<file path="config.mk">
export PLATFORM = sky130hd
export DESIGN_NAME = record_line_tokenizer_top
export DESIGN_NICKNAME = d
export VERILOG_FILES = /design/src/hdl/rlt_pkg.sv /design/src/hdl/rlt_in_stage.sv /design/src/hdl/rlt_parser.sv /design/src/hdl/rlt_out_stage.sv /design/src/hdl/record_line_tokenizer_top.sv
export SDC_FILE = /design/constraint.sdc
export NUM_CORES = 1
export LEC_CHECK = 0
export BUFFER_PORTS_ARGS = -buffer_cell sky130_fd_sc_hd__buf_2
export CAP_MARGIN = 20
export CORE_ASPECT_RATIO = 0.8
export CORE_MARGIN = 1
export CORE_UTILIZATION = 30
export DETAILED_ROUTE_END_ITERATION = 10
export PLACE_DENSITY = 0.54
export SLEW_MARGIN = 30
export SYNTH_ARGS = -nofsm -noshare
export SYNTH_HDL_FRONTEND = slang
export SYNTH_SLANG_ARGS = --single-unit
</file>
<file path="constraint.sdc">
create_clock -name clk -period 2.6 [get_ports clk]
set_input_delay 0.39 -clock clk [delete_from_list [all_inputs] [get_ports clk]]
set_output_delay 0.39 -clock clk [all_outputs]
set_load 0.01 [all_outputs]
</file>
<file path="src/hdl/rlt_pkg.sv">
package rlt_pkg;

  // Character codes the tokenizer reacts to
  localparam logic [7:0] CH_TAB   = 8'd9;
  localparam logic [7:0] CH_LF    = 8'd10;
  localparam logic [7:0] CH_CR    = 8'd13;
  localparam logic [7:0] CH_SPACE = 8'd32;
  localparam logic [7:0] CH_QUOTE = 8'd34;
  localparam logic [7:0] CH_HASH  = 8'd35;
  localparam logic [7:0] CH_OPEN  = 8'd123;
  localparam logic [7:0] CH_CLOSE = 8'd125;
  localparam logic [7:0] CH_A     = 8'd65;
  localparam logic [7:0] CH_Z     = 8'd90;

  // Parse phase of the current line
  typedef enum logic [2:0] {
    PH_LINE  = 3'd0,
    PH_LABEL = 3'd1,
    PH_GAP   = 3'd2,
    PH_BARE  = 3'd3,
    PH_QUOTE = 3'd4
  } phase_t;

  // Error codes reported with each word
  typedef enum logic [1:0] {
    ERR_NONE       = 2'd0,
    ERR_LINE_START = 2'd1,
    ERR_LABEL_CHAR = 2'd2
  } err_t;

  // One result word
  typedef struct packed {
    logic [7:0] byte_out;
    logic       appended;
    logic       token_end;
    logic       record_end;
    logic       in_sub_entry;
    err_t       error_code;
  } rlt_result_t;

  // Space or tab
  function automatic logic is_white(input logic [7:0] c);
    return (c == CH_SPACE) || (c == CH_TAB);
  endfunction

  // Upper-case letter
  function automatic logic is_upper(input logic [7:0] c);
    return (c >= CH_A) && (c <= CH_Z);
  endfunction

endpackage

</file>
<file path="src/hdl/rlt_in_stage.sv">
module rlt_in_stage
  import rlt_pkg::*;
(
  input  logic       clk,
  input  logic       rst_n,
  input  logic       in_valid,
  output logic       in_stall,
  input  logic [7:0] in_byte_in,
  input  logic       advance,
  output logic       held_valid,
  output logic [7:0] held_byte
);

  logic       valid_r;
  logic       valid_nxt;
  logic [7:0] byte_r;
  logic       load;

  // Stall only while a held word cannot move on
  assign in_stall = valid_r && !advance;
  assign load     = in_valid && !in_stall;

  always_comb begin
    valid_nxt = valid_r;
    if (load) begin
      valid_nxt = 1'b1;
    end else if (advance) begin
      valid_nxt = 1'b0;
    end
  end

  // Hold the accepted word
  always_ff @(posedge clk) begin
    if (!rst_n) begin
      valid_r <= 1'b0;
    end else begin
      valid_r <= valid_nxt;
    end
  end

  always_ff @(posedge clk) begin
    if (load) begin
      byte_r <= in_byte_in;
    end
  end

  assign held_valid = valid_r;
  assign held_byte  = byte_r;

endmodule

</file>
<file path="src/hdl/rlt_parser.sv">
module rlt_parser
  import rlt_pkg::*;
(
  input  logic        clk,
  input  logic        rst_n,
  input  logic        advance,
  input  logic [7:0]  byte_in,
  output rlt_result_t result
);

  phase_t phase_r;
  phase_t phase_nxt;
  logic   sub_r;
  logic   sub_nxt;

  // Next phase and sub-entry flag
  always_comb begin
    phase_nxt = phase_r;
    sub_nxt   = sub_r;
    case (phase_r)
      PH_LABEL: begin
        if (is_upper(byte_in)) begin
          phase_nxt = PH_LABEL;
        end else if (is_white(byte_in) || byte_in == CH_CR) begin
          phase_nxt = PH_GAP;
        end else begin
          phase_nxt = PH_LINE;
        end
      end
      PH_GAP: begin
        if (is_white(byte_in) || byte_in == CH_CR) begin
          phase_nxt = PH_GAP;
        end else if (byte_in == CH_LF) begin
          phase_nxt = PH_LINE;
        end else if (byte_in == CH_QUOTE) begin
          phase_nxt = PH_QUOTE;
        end else begin
          phase_nxt = PH_BARE;
        end
      end
      PH_BARE: begin
        if (is_white(byte_in)) begin
          phase_nxt = PH_GAP;
        end else if (byte_in == CH_LF) begin
          phase_nxt = PH_LINE;
        end
      end
      PH_QUOTE: begin
        if (byte_in == CH_QUOTE) begin
          phase_nxt = PH_GAP;
        end
      end
      default: begin
        phase_nxt = PH_LINE;
        if (byte_in == CH_LF || byte_in == CH_CR) begin
          phase_nxt = PH_LINE;
        end else if (byte_in == CH_HASH) begin
          phase_nxt = PH_LABEL;
        end else if (byte_in == CH_OPEN && !sub_r) begin
          sub_nxt = 1'b1;
        end else if (sub_r && is_white(byte_in)) begin
          sub_nxt = 1'b1;
        end else if (byte_in == CH_CLOSE && sub_r) begin
          sub_nxt = 1'b0;
        end
      end
    endcase
  end

  // Per-word flags
  always_comb begin
    result              = '0;
    result.byte_out     = byte_in;
    result.in_sub_entry = sub_nxt;
    result.error_code   = ERR_NONE;
    case (phase_r)
      PH_LABEL: begin
        if (is_upper(byte_in)) begin
          result.appended = 1'b1;
        end else if (is_white(byte_in) || byte_in == CH_CR) begin
          result.token_end = 1'b1;
        end else if (byte_in == CH_LF) begin
          result.token_end  = 1'b1;
          result.record_end = 1'b1;
        end else begin
          // drop the partial label
          result.error_code = ERR_LABEL_CHAR;
        end
      end
      PH_GAP: begin
        if (is_white(byte_in) || byte_in == CH_CR) begin
          result.appended = 1'b0;
        end else if (byte_in == CH_LF) begin
          result.record_end = 1'b1;
        end else if (byte_in != CH_QUOTE) begin
          result.appended = 1'b1;
        end
      end
      PH_BARE: begin
        if (is_white(byte_in)) begin
          result.token_end = 1'b1;
        end else if (byte_in == CH_LF) begin
          result.token_end  = 1'b1;
          result.record_end = 1'b1;
        end else if (byte_in != CH_CR) begin
          result.appended = 1'b1;
        end
      end
      PH_QUOTE: begin
        if (byte_in == CH_QUOTE) begin
          result.token_end = 1'b1;
        end else begin
          result.appended = 1'b1;
        end
      end
      default: begin
        if (byte_in == CH_LF || byte_in == CH_CR) begin
          result.appended = 1'b0;
        end else if (byte_in == CH_HASH) begin
          result.appended = 1'b1;
        end else if (byte_in == CH_OPEN && !sub_r) begin
          result.appended = 1'b0;
        end else if (sub_r && is_white(byte_in)) begin
          result.appended = 1'b0;
        end else if (byte_in == CH_CLOSE && sub_r) begin
          result.appended = 1'b0;
        end else begin
          result.error_code = ERR_LINE_START;
        end
      end
    endcase
  end

  // Advance the state once per word passed on
  always_ff @(posedge clk) begin
    if (!rst_n) begin
      phase_r <= PH_LINE;
      sub_r   <= 1'b0;
    end else if (advance) begin
      phase_r <= phase_nxt;
      sub_r   <= sub_nxt;
    end
  end

endmodule

</file>
<file path="src/hdl/rlt_out_stage.sv">
module rlt_out_stage
  import rlt_pkg::*;
(
  input  logic        clk,
  input  logic        rst_n,
  input  logic        held_valid,
  input  rlt_result_t result,
  output logic        advance,
  output logic        out_valid,
  input  logic        out_stall,
  output rlt_result_t out_word
);

  logic        valid_r;
  logic        valid_nxt;
  rlt_result_t word_r;

  // Move a word in when the register is empty or being drained
  assign advance = held_valid && (!valid_r || !out_stall);

  always_comb begin
    valid_nxt = valid_r;
    if (advance) begin
      valid_nxt = 1'b1;
    end else if (!out_stall) begin
      valid_nxt = 1'b0;
    end
  end

  always_ff @(posedge clk) begin
    if (!rst_n) begin
      valid_r <= 1'b0;
    end else begin
      valid_r <= valid_nxt;
    end
  end

  always_ff @(posedge clk) begin
    if (advance) begin
      word_r <= result;
    end
  end

  assign out_valid = valid_r;
  assign out_word  = word_r;

endmodule

</file>
<file path="src/hdl/record_line_tokenizer_top.sv">
// Record line tokenizer: one text byte in, one flagged byte out.
// Input channel: in_valid / in_stall carry in_byte_in. A word is taken on
// a rising edge with in_valid high and in_stall low.
// Result channel: out_valid / out_stall carry the echoed byte, the append,
// token end and record end flags, the sub-entry flag and an error code.
// Each byte passes two register stages: an input register and a result
// register, with the phase decode between them.
// Throughput: one byte per clock while out_stall is low; the parse phase
// and sub-entry flag are updated as each byte moves on, so each byte sees
// the state its predecessor left.
// Reset (rst_n low, synchronous): both stages empty, phase at line start,
// sub-entry flag clear.
// When out_stall is high the result word holds; the input register keeps
// one more byte, and in_stall rises once both are full.
module record_line_tokenizer_top
  import rlt_pkg::*;
(
  input  logic       clk,
  input  logic       rst_n,
  input  logic       in_valid,
  output logic       in_stall,
  input  logic [7:0] in_byte_in,
  output logic       out_valid,
  input  logic       out_stall,
  output logic [7:0] out_byte_out,
  output logic       out_appended,
  output logic       out_token_end,
  output logic       out_record_end,
  output logic       out_in_sub_entry,
  output logic [1:0] out_error_code
);

  logic        advance;
  logic        held_valid;
  logic [7:0]  held_byte;
  rlt_result_t result;
  rlt_result_t out_word;

  rlt_in_stage u_in (
    .clk        (clk),
    .rst_n      (rst_n),
    .in_valid   (in_valid),
    .in_stall   (in_stall),
    .in_byte_in (in_byte_in),
    .advance    (advance),
    .held_valid (held_valid),
    .held_byte  (held_byte)
  );

  rlt_parser u_parser (
    .clk     (clk),
    .rst_n   (rst_n),
    .advance (advance),
    .byte_in (held_byte),
    .result  (result)
  );

  rlt_out_stage u_out (
    .clk        (clk),
    .rst_n      (rst_n),
    .held_valid (held_valid),
    .result     (result),
    .advance    (advance),
    .out_valid  (out_valid),
    .out_stall  (out_stall),
    .out_word   (out_word)
  );

  assign out_byte_out     = out_word.byte_out;
  assign out_appended     = out_word.appended;
  assign out_token_end    = out_word.token_end;
  assign out_record_end   = out_word.record_end;
  assign out_in_sub_entry = out_word.in_sub_entry;
  assign out_error_code   = out_word.error_code;

  // A record only ends on a line feed
  a_rec_end_lf: assert property (@(posedge clk) disable iff (!rst_n)
    out_valid && out_record_end |-> out_byte_out == CH_LF)
    else $error("record end on a byte other than line feed");

  // A byte never both joins and closes a token
  a_app_tend: assert property (@(posedge clk) disable iff (!rst_n)
    out_valid |-> !(out_appended && out_token_end))
    else $error("byte both appended and closing a token");

  // An error word carries no token activity
  a_err_quiet: assert property (@(posedge clk) disable iff (!rst_n)
    out_valid && out_error_code != ERR_NONE |-> !out_appended && !out_token_end
      && !out_record_end)
    else $error("error word with token flags set");

  // Input back-pressure only when the result word is stuck
  a_stall_cause: assert property (@(posedge clk) disable iff (!rst_n)
    in_stall |-> out_valid && out_stall)
    else $error("input stalled while the result side is free");

endmodule

</file>
# After elaboration in Yosys (flattened, before gate mapping)
# Cells that the tools add are included.
# word_totals
out_inout_bits,16
in_bits,12
reg_bits,28
# classes
order_cmp,2
n_reduce_logical,20
mux,52
n_eq_ne,17
# op_table
cell,count
$mux W1,29
$eq A8 B4 Y1 const B,3
$eq A8 B6 Y1 const B,3
$mux W3,8
$mux W2,10
$eq A8 B7 Y1 const B,2
$pmux W3 S4,1
$ge A8 B7 Y1 const B,1
$le A8 B7 Y1 const B,1
$ne A8 B4 Y1 const B,1
$ne A8 B6 Y1 const B,1
$logic_and A1 B1 Y1,7
$eq A3 B2 Y1 const B,2
$pmux W1 S3,2
$logic_not A1 Y1,5
$logic_or A1 B1 Y1,4
$ne A2 B1 Y1 const B,2
$pmux W1 S4,1
$pmux W2 S2,1
$reduce_or A4 Y1,1
$eq A3 B1 Y1 const B,1
$eq A3 B3 Y1 const B,1
$ne A3 B1 Y1 const B,1
$reduce_and A3 Y1,1
other kinds (2),2

# Longest topological paths before layout
# Gate-level depths: netlist of run 1.
# depth
depth_word,8
depth_mapped,6
mapped_depth_nobuf,5

# Modules after synthesis
# From an unflattened synthesis of run 1, not the netlist that was laid out.
# unflattened
hier_cells,137
area_unflattened_um2,1529.0
# by_module_without_submodules
mod,n_inst,area_each_um2,cells_per_inst,seq_area_each_um2
rlt_parser,1,782.0,107,80.1
rlt_out_stage,1,459.2,18,440.4
rlt_in_stage,1,287.8,12,260.2

# Worst setup path before layout of run 1
# No wires, ideal clock.
# synth_path
path_type,reg-to-reg
startpoint,register u_in.byte_r[2] (netlist: u_in.held_byte[2])
endpoint,"register u_out.word_r, in the netlist u_out.out_word[5], data pin"
arrival_ps,1782
path_slack_ps,552
path_stages_with_launch,6
setup_ps,266
path_cell_list,edfxtp_1 -> nor4_4 -> o211ai_2 -> and2_4 -> a311oi_1 -> or3b_1
# synth_rtl
item,line_no,rtl
"start, declared",rlt_in_stage.sv:16,logic [7:0] byte_r;
"start signal, assigned",rlt_in_stage.sv:43,byte_r <= in_byte_in;
"end signal, assigned",rlt_out_stage.sv:40,word_r <= result;
"end, declared",rlt_out_stage.sv:16,rlt_result_t word_r;

==> results of run 1 <==
[registers in the layout, indices dropped and copies added (netlist names)]
name	cells
u_out.out_valid	1
u_parser.sub_r	1
u_in.held_valid	1
u_in.held_byte	8
u_parser.phase_r	3
u_out.out_word	14
[placed cells by master (no fill, tap or decap), types with 2 or more instances in the layout]
master | synthesis | layout
nand2b_1 | 3 | 3
nand3_1 | 3 | 3
nand4_1 | 3 | 3
nor4_1 | 3 | 3
a21oi_1 | 4 | 4
inv_1 | 5 | 5
nor2b_1 | 5 | 5
o21ai_0 | 4 | 4
clkbuf_8 | 0 | 3
buf_2 | 3 | 27
and3_1 | 2 | 2
dfxtp_1 | 6 | 6
a31oi_1 | 3 | 3
nor2_1 | 9 | 9
or3b_2 | 2 | 2
nor3_1 | 5 | 5
a211oi_1 | 2 | 2
nand2_1 | 7 | 7
edfxtp_1 | 22 | 22
nand3b_1 | 3 | 3
nor3b_1 | 2 | 2
[through the flow]
step                      util [%]  setup WS (ns)
after detailed placement      36.3          0.320
after global routing          37.9         0.0387
after global placement        36.3          0.412
after CTS                     37.9          0.216
after floorplan                  -          0.552
final                         37.9          0.192
[cell type report]
| class | instances | area (um2) | area share, % |
|---|---|---|---|
| Clock buffer | 3 | 41.3 | 2.54 |
| Tap cell | 57 | 71.3 | 4.39 |
| Inverter | 5 | 18.8 | 1.16 |
| Sequential cell | 28 | 781 | 48.1 |
| Multi-Input combinational cell | 84 | 547 | 33.7 |
| Clock inverter | 1 | 30.0 | 1.85 |
| Timing Repair Buffer | 27 | 135 | 8.32 |
[cell families (layout without fill, tap and decap cells)]
kind of cell	after synthesis	in the layout	synth area share [%]
compound gates	26	26	13.6
xor+xnor	1	1	0.640
buf+inv	9	36	3.02
flops	28	28	57.0
mux	1	1	0.731
simple gates	56	56	25.0
[worst register-to-register path, cell delays in order (launching register included)]
cell and delay, ns:
edfxtp_1 0.58, nor4bb_1 0.55, nand2_1 0.20, and2_4 0.18
a311oi_1 0.26, or3b_1 0.39
[layer usage]
layer,GRT usage [%],up-vias
li1,-,519
met1,17.3,513
met2,19.9,46
met3,4.09,11
met4,5.19,0
met5,0,-
[power by group]
part,switching [mW],internal (mW)
clock,0.141,0.206
combinational,0.0487,0.0358
sequential,0.0235,0.508
total,0.213,0.750
[worst paths after layout]
| kind | startpoint | to | slack, ns |
|---|---|---|---|
| min | in_byte_in[6] | u_in.held_byte[6]$_DFFE_PP_ | 0.28 |
| max | u_in.held_byte[1]$_DFFE_PP_ | u_out.out_word[5]$_DFFE_PP_ | 0.19 |
| max reg2reg | u_in.held_byte[1]$_DFFE_PP_ | u_out.out_word[5]$_DFFE_PP_ | 0.19 |
| min reg2reg | u_in.held_valid$_SDFFE_PN0P_ | u_out.out_valid$_SDFFE_PN0P_ | 0.53 |
==> impl_metrics.tcl, run 1 <==
set metrics [dict create \
    dr_wl_met2_um 1300 \
    cts_tree "done" \
    fin_crit_ns 2.41 \
    synthTopCellsByArea "edfxtp_1, dfxtp_1, nor2_1" \
    die_height_um 62.4 \
    first_pass_iters 4 \
    insertion_delay_ns 0.28 \
    viasPerCell 5.31 \
    fin_crit_sh_pct 92.6 \
    synth_cell_types 45 \
    cp_num_cells 5 \
    instances_no_fill 205 \
    slowest_delay_ns 0.58 \
    critical_path_buf_inv_count 0 \
    whs_path_depth 1 \
    maxSlewViolCount 0 \
    ys_seq_elements 28 \
    cts_inserted_buffers 3 \
    fin_setup_tns_ns 0 \
    path_clk_slew_ns 0.10 \
    hold_viol_final 0 \
    vdd_drop_max_v 0.000228 \
    netlist_top_cells_count "edfxtp_1, nor2_1, nand2_1" \
    grt_pass1_wl_um 4930 \
    status "complete, no violations" \
    nets 161 \
    final_area_um2 1620 \
    dp_hpwl_um 2110 \
    grt_pass1_vias 1016 \
    synth_edf_count 22 \
    area_growth_pct 18.6 \
    highest_layer "met4" \
    critPathLaunchType "flop" \
    yosys_warnings 0 \
    hold_path.class "input port to flop" \
    postRouteAntennaNets 0 \
    met1_length_um 1380 \
    core_um2 4280 \
    wire_per_inst_um 14.4 \
    avgSynthCellArea_um2 11.3 \
    overflow 0 \
    synth_area_um2 1370 \
    crit_family "simple AND/OR/NAND/NOR gates" \
    placed_cell_area_um2 1550 \
    async_reset_ff_share_pct 0 \
    crit_fanout 13 \
    via_count 1089 \
    maxCapViolations 0 \
    cts_resized 0 \
    grt_antenna_before_repair 0 \
    top_level_ports 28 \
    wl_um 2950 \
    fmax_mhz 415 \
    relSlewSlack_pct 54.0 \
    path_class "flop to flop" \
    syn_nets 133 \
    yosysMostFrequentCell "edfxtp_1" \
    synthCells 121 \
    grt_max_degree 17 \
    slowest_stage "edfxtp_1" \
    drtIter0Drc 85 \
    synth-main-ff-cell "edfxtp_1" \
    skew_ns 0.00319 \
    port_buffers 27 \
    num-fill-cells 429 \
    drc 0 \
    clkSinkCount 28 \
    leakagePower_nw 0.585 \
    rows 21 \
    post_cts_buffers 0 \
    ff2ff_path_depth 5 \
    rsz0062_at_grt "no" \
    dieWidth_um 77.5 \
    tightest_slew_ns 0.688 \
    grt_use_total_pct 13.1 \
    cp-end-kind "flop" \
    cts_root_buffer "clkbuf_8" \
    power_density_nw_per_um2 593 \
    layout-drive-gt1-share_pct 24.3 \
    start_util_pct 32.0 \
    gp_congestion 0.907 \
    die_area_um2 4840 \
    synth_top_cell_by_area "edfxtp_1" \
    hold_ws_ns 0.278 \
    clock_path_buffers 2 \
    cp.required_ns 2.63 \
    htree_levels 1 \
    cts_hold_buf 0 \
    critical_path_arrival_ns 2.44 \
    ys_seq_area_share_pct 57.0 \
    dp_cells 201 \
    synth_top_cell_area_share_pct 48.3 \
    setup_violations 0 \
    met3_length_um 188 \
    crit_chain "nor4bb_1 > nand2_1 > and2_4 > a311oi_1 > or3b_1" \
    power_uw 963 \
    diodes 0 \
]
(Power assumes the default switching activity.)
==> inputs of run 2 (changes only) <==
--- a/config.mk
+++ b/config.mk
@@ -6,13 +6,13 @@
 export NUM_CORES = 1
 export LEC_CHECK = 0
 export BUFFER_PORTS_ARGS = -buffer_cell sky130_fd_sc_hd__buf_2
-export CAP_MARGIN = 20
 export CORE_ASPECT_RATIO = 0.8
 export CORE_MARGIN = 1
 export CORE_UTILIZATION = 30
 export DETAILED_ROUTE_END_ITERATION = 10
-export PLACE_DENSITY = 0.54
+export PLACE_DENSITY = 0.53
 export SLEW_MARGIN = 30
 export SYNTH_ARGS = -nofsm -noshare
 export SYNTH_HDL_FRONTEND = slang
+export SYNTH_HIERARCHICAL = 1
 export SYNTH_SLANG_ARGS = --single-unit
==> impl_metrics.tcl, run 2 <==
set metrics [dict create \
    async_reset_ff_share_pct 0 \
    fin_util_pct 36.1 \
    hold_viol_final 0 \
    synth_top_cell_area_share_pct 43.2 \
    drc 0 \
    fin_crit_sh_pct 83.5 \
    critPathLaunchType "flop" \
    whs_path_depth 1 \
    rows 22 \
    port_buffers 27 \
    die_area_um2 5390 \
    fmax_mhz 461 \
    rsz0062_at_grt "no" \
    cts_hold_buf 0 \
    synth_cell_types 48 \
    synth_edf_count 22 \
    instances_no_fill 213 \
    num-fill-cells 481 \
    syn_nets 149 \
    cts_resized 0 \
    vdd_drop_max_v 0.000373 \
    cp-end-kind "flop" \
    gp_congestion 0.904 \
    clkSinkCount 28 \
    final_cell_mix "buf_2, edfxtp_1, nor2_1" \
    cts_inserted_buffers 3 \
    setup_violations 0 \
    cp.required_ns 2.63 \
    area_growth_pct 11.7 \
    wire_per_inst_um 13.6 \
    avgSynthCellArea_um2 11.2 \
    fin_crit_ns 2.17 \
    clock_path_buffers 2 \
    status "complete, no violations" \
    maxCapViolations 0 \
    core_um2 4730 \
    ys_seq_area_share_pct 51.1 \
    cts_root_buffer "clkbuf_8" \
    synth_top_cell_by_area "edfxtp_1" \
    synthTopCellsByArea "edfxtp_1, dfxtp_1, buf_4" \
    grt_use_total_pct 11.8 \
    wl_um 2890 \
    die_height_um 65.9 \
    drtIter0Drc 89 \
    maxSlewViolCount 0 \
    relSlewSlack_pct 56.0 \
    first_pass_iters 6 \
    fin_setup_tns_ns 0 \
    power_uw 967 \
    dp_cells 209 \
    diodes 0 \
    top_level_ports 28 \
    layout-drive-gt1-share_pct 30.7 \
    skew_ns 0.00452 \
    grt_pass1_vias 999 \
    layout_commonest_cell "buf_2" \
    dp_hpwl_um 2110 \
    leakagePower_nw 0.598 \
    path_clk_slew_ns 0.10 \
    netlist_top_cells_count "edfxtp_1, buf_4, nor2_1" \
    cts_tree "done" \
    grt_antenna_before_repair 0 \
    postRouteAntennaNets 0 \
    crit_fanout 7 \
    path_class "flop to flop" \
    grt_pass1_wl_um 4740 \
    yosys_warnings 6 \
    power_density_nw_per_um2 566 \
    critical_path_arrival_ns 2.20 \
    dieWidth_um 81.8 \
    synth-main-ff-cell "edfxtp_1" \
    grt_max_degree 21 \
    insertion_delay_ns 0.27 \
    nets 166 \
    ff2ff_path_depth 5 \
    hold_path.class "input port to flop" \
    viasPerCell 5.19 \
    via_count 1105 \
    tightest_slew_ns 0.659 \
    post_cts_buffers 0 \
    synth_area_um2 1530 \
    largest_reg_flops 14 \
    htree_levels 1 \
    ys_seq_elements 28 \
    synthCells 137 \
    overflow 0 \
    start_util_pct 32.3 \
    yosysMostFrequentCell "edfxtp_1" \
]
-- run 2: cell count changes after synthesis, sizes merged, moves of 2 or more --
cell | before | now
o21ai | 4 | 6
a21oi | 4 | 7
nor2 | 9 | 11
inv | 5 | 3
a211oi | 2 | 5
buf | 4 | 15
nor3 | 5 | 3
a21boi | 0 | 3
nor2b | 5 | 8
and3 | 2 | 0
-- run 2: cells by family after synthesis --
family | after synthesis | synth area share (%)
compound gates | 32 | 15.8
xor+xnor | 2 | 1.15
buf+inv | 19 | 8.18
flops | 28 | 51.1
mux | 2 | 1.39
simple gates | 54 | 22.4
-- run 2: through the flow --
stage,cell area [um2],setup slack (ns),hold WS [ns]
after global routing,1710,0.289,0.263
after CTS,1710,0.455,0.272
after detailed placement,1640,0.474,0.522
final,1710,0.429,0.284
after floorplan,1530,0.245,0.475
after global placement,1640,0.503,0.492
-- run 2: report_power, final --
group,switching (mW),internal (mW)
Sequential,0.0247,0.510
Clock,0.134,0.206
Combinational,0.0529,0.0391
-- run 2: metal layers --
metal / track usage, % / part of all wire [%] / wire [um]
met1: 16.9 / 50 / 1460
met2: 16.4 / 42 / 1210
met3: 4.41 / 6.7 / 194
met4: 3.29 / 1.2 / 34
met5: 0 / 0 / 0
-- run 2: worst paths after layout --
| path | from | end | slack (ns) |
|---|---|---|---|
| setup / recovery | u_in/held_byte[4]$_DFFE_PP_ | u_out/out_word[5]$_DFFE_PP_ | 0.43 |
| hold / removal | in_byte_in[7] | u_in/held_byte[7]$_DFFE_PP_ | 0.28 |
| setup reg to reg | u_in/held_byte[4]$_DFFE_PP_ | u_out/out_word[5]$_DFFE_PP_ | 0.43 |
| hold reg to reg | u_in/held_valid$_SDFFE_PN0P_ | u_out/out_valid$_SDFFE_PN0P_ | 0.54 |
-- run 2: final cells by class --
cell class | instances | area (um2) | area share, %
flip-flops and latches | 28 | 781 | 45.7
inverters | 3 | 11.3 | 0.659
multi-input cells | 90 | 627 | 36.7
repair buffers | 28 | 143 | 8.35
clock inverters | 1 | 30.0 | 1.76
clock buffers | 3 | 41.3 | 2.42
well taps | 60 | 75.1 | 4.40
-- run 2: worst max-delay path, stage by stage, from the launching register on --
cell and delay (ns):
edfxtp_1 0.48, nor4_2 0.59, nand3_2 0.16, nor2_1 0.19, and2b_1 0.20, a221o_1 0.30
==> inputs of run 3 (changes only) <==
--- a/config.mk
+++ b/config.mk
@@ -10,7 +10,7 @@
 export CORE_MARGIN = 1
 export CORE_UTILIZATION = 30
 export DETAILED_ROUTE_END_ITERATION = 10
-export PLACE_DENSITY = 0.53
+export PLACE_DENSITY = 0.55
 export SLEW_MARGIN = 30
 export SYNTH_ARGS = -nofsm -noshare
 export SYNTH_HDL_FRONTEND = slang
==> constraint.sdc (replaced) <==
create_clock -name clk -period 1.8 [get_ports clk]
set_input_delay 0.27 -clock clk [delete_from_list [all_inputs] [get_ports clk]]
set_output_delay 0.27 -clock clk [all_outputs]
set_load 0.01 [all_outputs]
==> impl_metrics.tcl, run 3 (same netlist as run 2, synthesis figures left out) <==
set metrics [dict create \
    relSlewSlack_pct 68.2 \
    hold_ws_ns 0.163 \
    maxCapViolations 0 \
    wire_per_inst_um 14.1 \
    nets 198 \
    status "finished, violations left" \
    path_class "flop to flop" \
    cts_root_buffer "clkbuf_8" \
    cp.required_ns 1.83 \
    switchingPower_uw 326 \
    core_um2 4730 \
    ff2ff_path_depth 6 \
    dp_hpwl_um 2660 \
    grt_max_degree 16 \
    overflow 0 \
    grt_use_total_pct 13.9 \
    maxSlewViolCount 0 \
    fin_setup_tns_ns -0.899 \
    clkSinkCount 28 \
    p_seq_share_pct 56.1 \
    power_mw 1.36 \
    vdd_drop_max_v 0.000466 \
    r2r-end "u_out/out_word[5]$_DFFE_PP_" \
    rows 22 \
    regArea_um2 781 \
    switching_share_pct 24.0 \
    start_util_pct 32.3 \
    hold_viol_final 0 \
    first_pass_iters 5 \
    p_clk_share_pct 28.4 \
    clock_path_buffers 2 \
    grt_pass1_vias 1201 \
    die_area_um2 5390 \
    fin_crit_sh_pct 114 \
    final_cell_mix "buf_4, buf_2, edfxtp_1" \
    fin_ws_ns -0.248 \
    layout-drive-gt1-share_pct 48.1 \
    critical_path_arrival_ns 2.08 \
    cts_inserted_buffers 3 \
    combPwrFrac_pct 15.4 \
    intPower_mw 1.04 \
    area_growth_pct 32.2 \
    critPathLaunchType "flop" \
    multiInputGateArea_um2 712 \
    viasPerCell 5.04 \
    top_level_ports 28 \
    r2r-start "u_in/held_byte[4]$_DFFE_PP_" \
    dp_cells 240 \
    whs_path_depth 1 \
    fin_crit_ns 2.05 \
    num-fill-cells 466 \
    worstHoldStart "in_byte_in[6]" \
    drc 0 \
    hold_path.class "input port to flop" \
    die_height_um 65.9 \
    power_density_nw_per_um2 674 \
    cts_tree "done" \
    drtIter0Drc 68 \
    postRouteAntennaNets 0 \
    skew_ns 0.00494 \
    insertion_delay_ns 0.28 \
    fmax_mhz 488 \
    cp-end-kind "flop" \
    grt_antenna_before_repair 0 \
    wl_um 3460 \
    via_count 1235 \
    cts_hold_buf 0 \
    layout_commonest_cell "buf_4" \
    rsz0062_at_grt "yes" \
    htree_levels 1 \
    grt_pass1_wl_um 5550 \
    violations "setup timing" \
    path_clk_slew_ns 0.09 \
    setup_violations 8 \
    crit_fanout 4 \
    gp_congestion 0.867 \
    dieWidth_um 81.8 \
    diodes 0 \
    largest_reg_flops 14 \
    fin_util_pct 42.7 \
    tightest_slew_ns 0.472 \
    min_to "u_in/held_byte[6]$_DFFE_PP_" \
    instances_no_fill 245 \
    port_buffers 27 \
    reg2reg_slack_ns -0.25 \
    leakagePower_nw 0.782 \
]
==> run 3: power by group through the flow <==
stage               combinational [mW]  clock [mW]  sequential [mW]
floorplan                        0.110           0            0.778
global placement                 0.189           0            0.775
detailed placement               0.193           0            0.778
CTS                              0.201       0.404            0.763
global route                     0.227       0.434            0.769
finish                           0.210       0.387            0.764
==> run 3: worst max path at each step <==
stage	depth (start not counted)	from	to
floorplan	7	u_in/held_byte[3]$_DFFE_PP_	u_out/out_word[5]$_DFFE_PP_
global placement	6	u_in/held_byte[4]$_DFFE_PP_	u_out/out_word[2]$_DFFE_PP_
detailed placement	6	u_in/held_byte[3]$_DFFE_PP_	u_out/out_word[5]$_DFFE_PP_
CTS	6	u_in/held_byte[3]$_DFFE_PP_	u_out/out_word[5]$_DFFE_PP_
global route	6	u_in/held_byte[4]$_DFFE_PP_	u_out/out_word[5]$_DFFE_PP_
finish	6	u_in/held_byte[4]$_DFFE_PP_	u_out/out_word[5]$_DFFE_PP_
==> run 3: stage by stage <==
stage | cell area [um2] | setup WS, ns
detailed placement | 1880 | -0.216
floorplan | 1550 | -0.163
finish | 2020 | -0.248
global placement | 1880 | -0.170
CTS | 1970 | -0.212
global route | 2020 | -0.291
==> run 3: final cells by class <==
cell class	instances	share of cell area, %
Sequential cell	28	38.6
Multi-Input combinational cell	90	35.2
Timing Repair Buffer	60	19.1
Tap cell	60	3.72
Clock buffer	4	2.72
Inverter	3	0.557
==> run 3: timing repair <==
item	4_1_cts	5_1_grt
buffers inserted	1	0
pin swaps	6	2
endpoints found under the setup margin	9	9
resized for setup	6	8
==> run 3: critical path, stage by stage (launching register included) <==
cell      delay, ns
edfxtp_1       0.49
buf_6          0.16
or3_4          0.41
nor3_2         0.17
nor2_1         0.08
and2b_1        0.16
a221o_1        0.32
==> run 3: layer usage <==
metal | up-vias | wire length (um) | track usage, %
li1 | 593 | - | -
met1 | 597 | 1530 | 17.6
met2 | 39 | 1690 | 22.6
met3 | 6 | 195 | 3.86
met4 | 0 | 41 | 4.82
met5 | - | 0 | 0
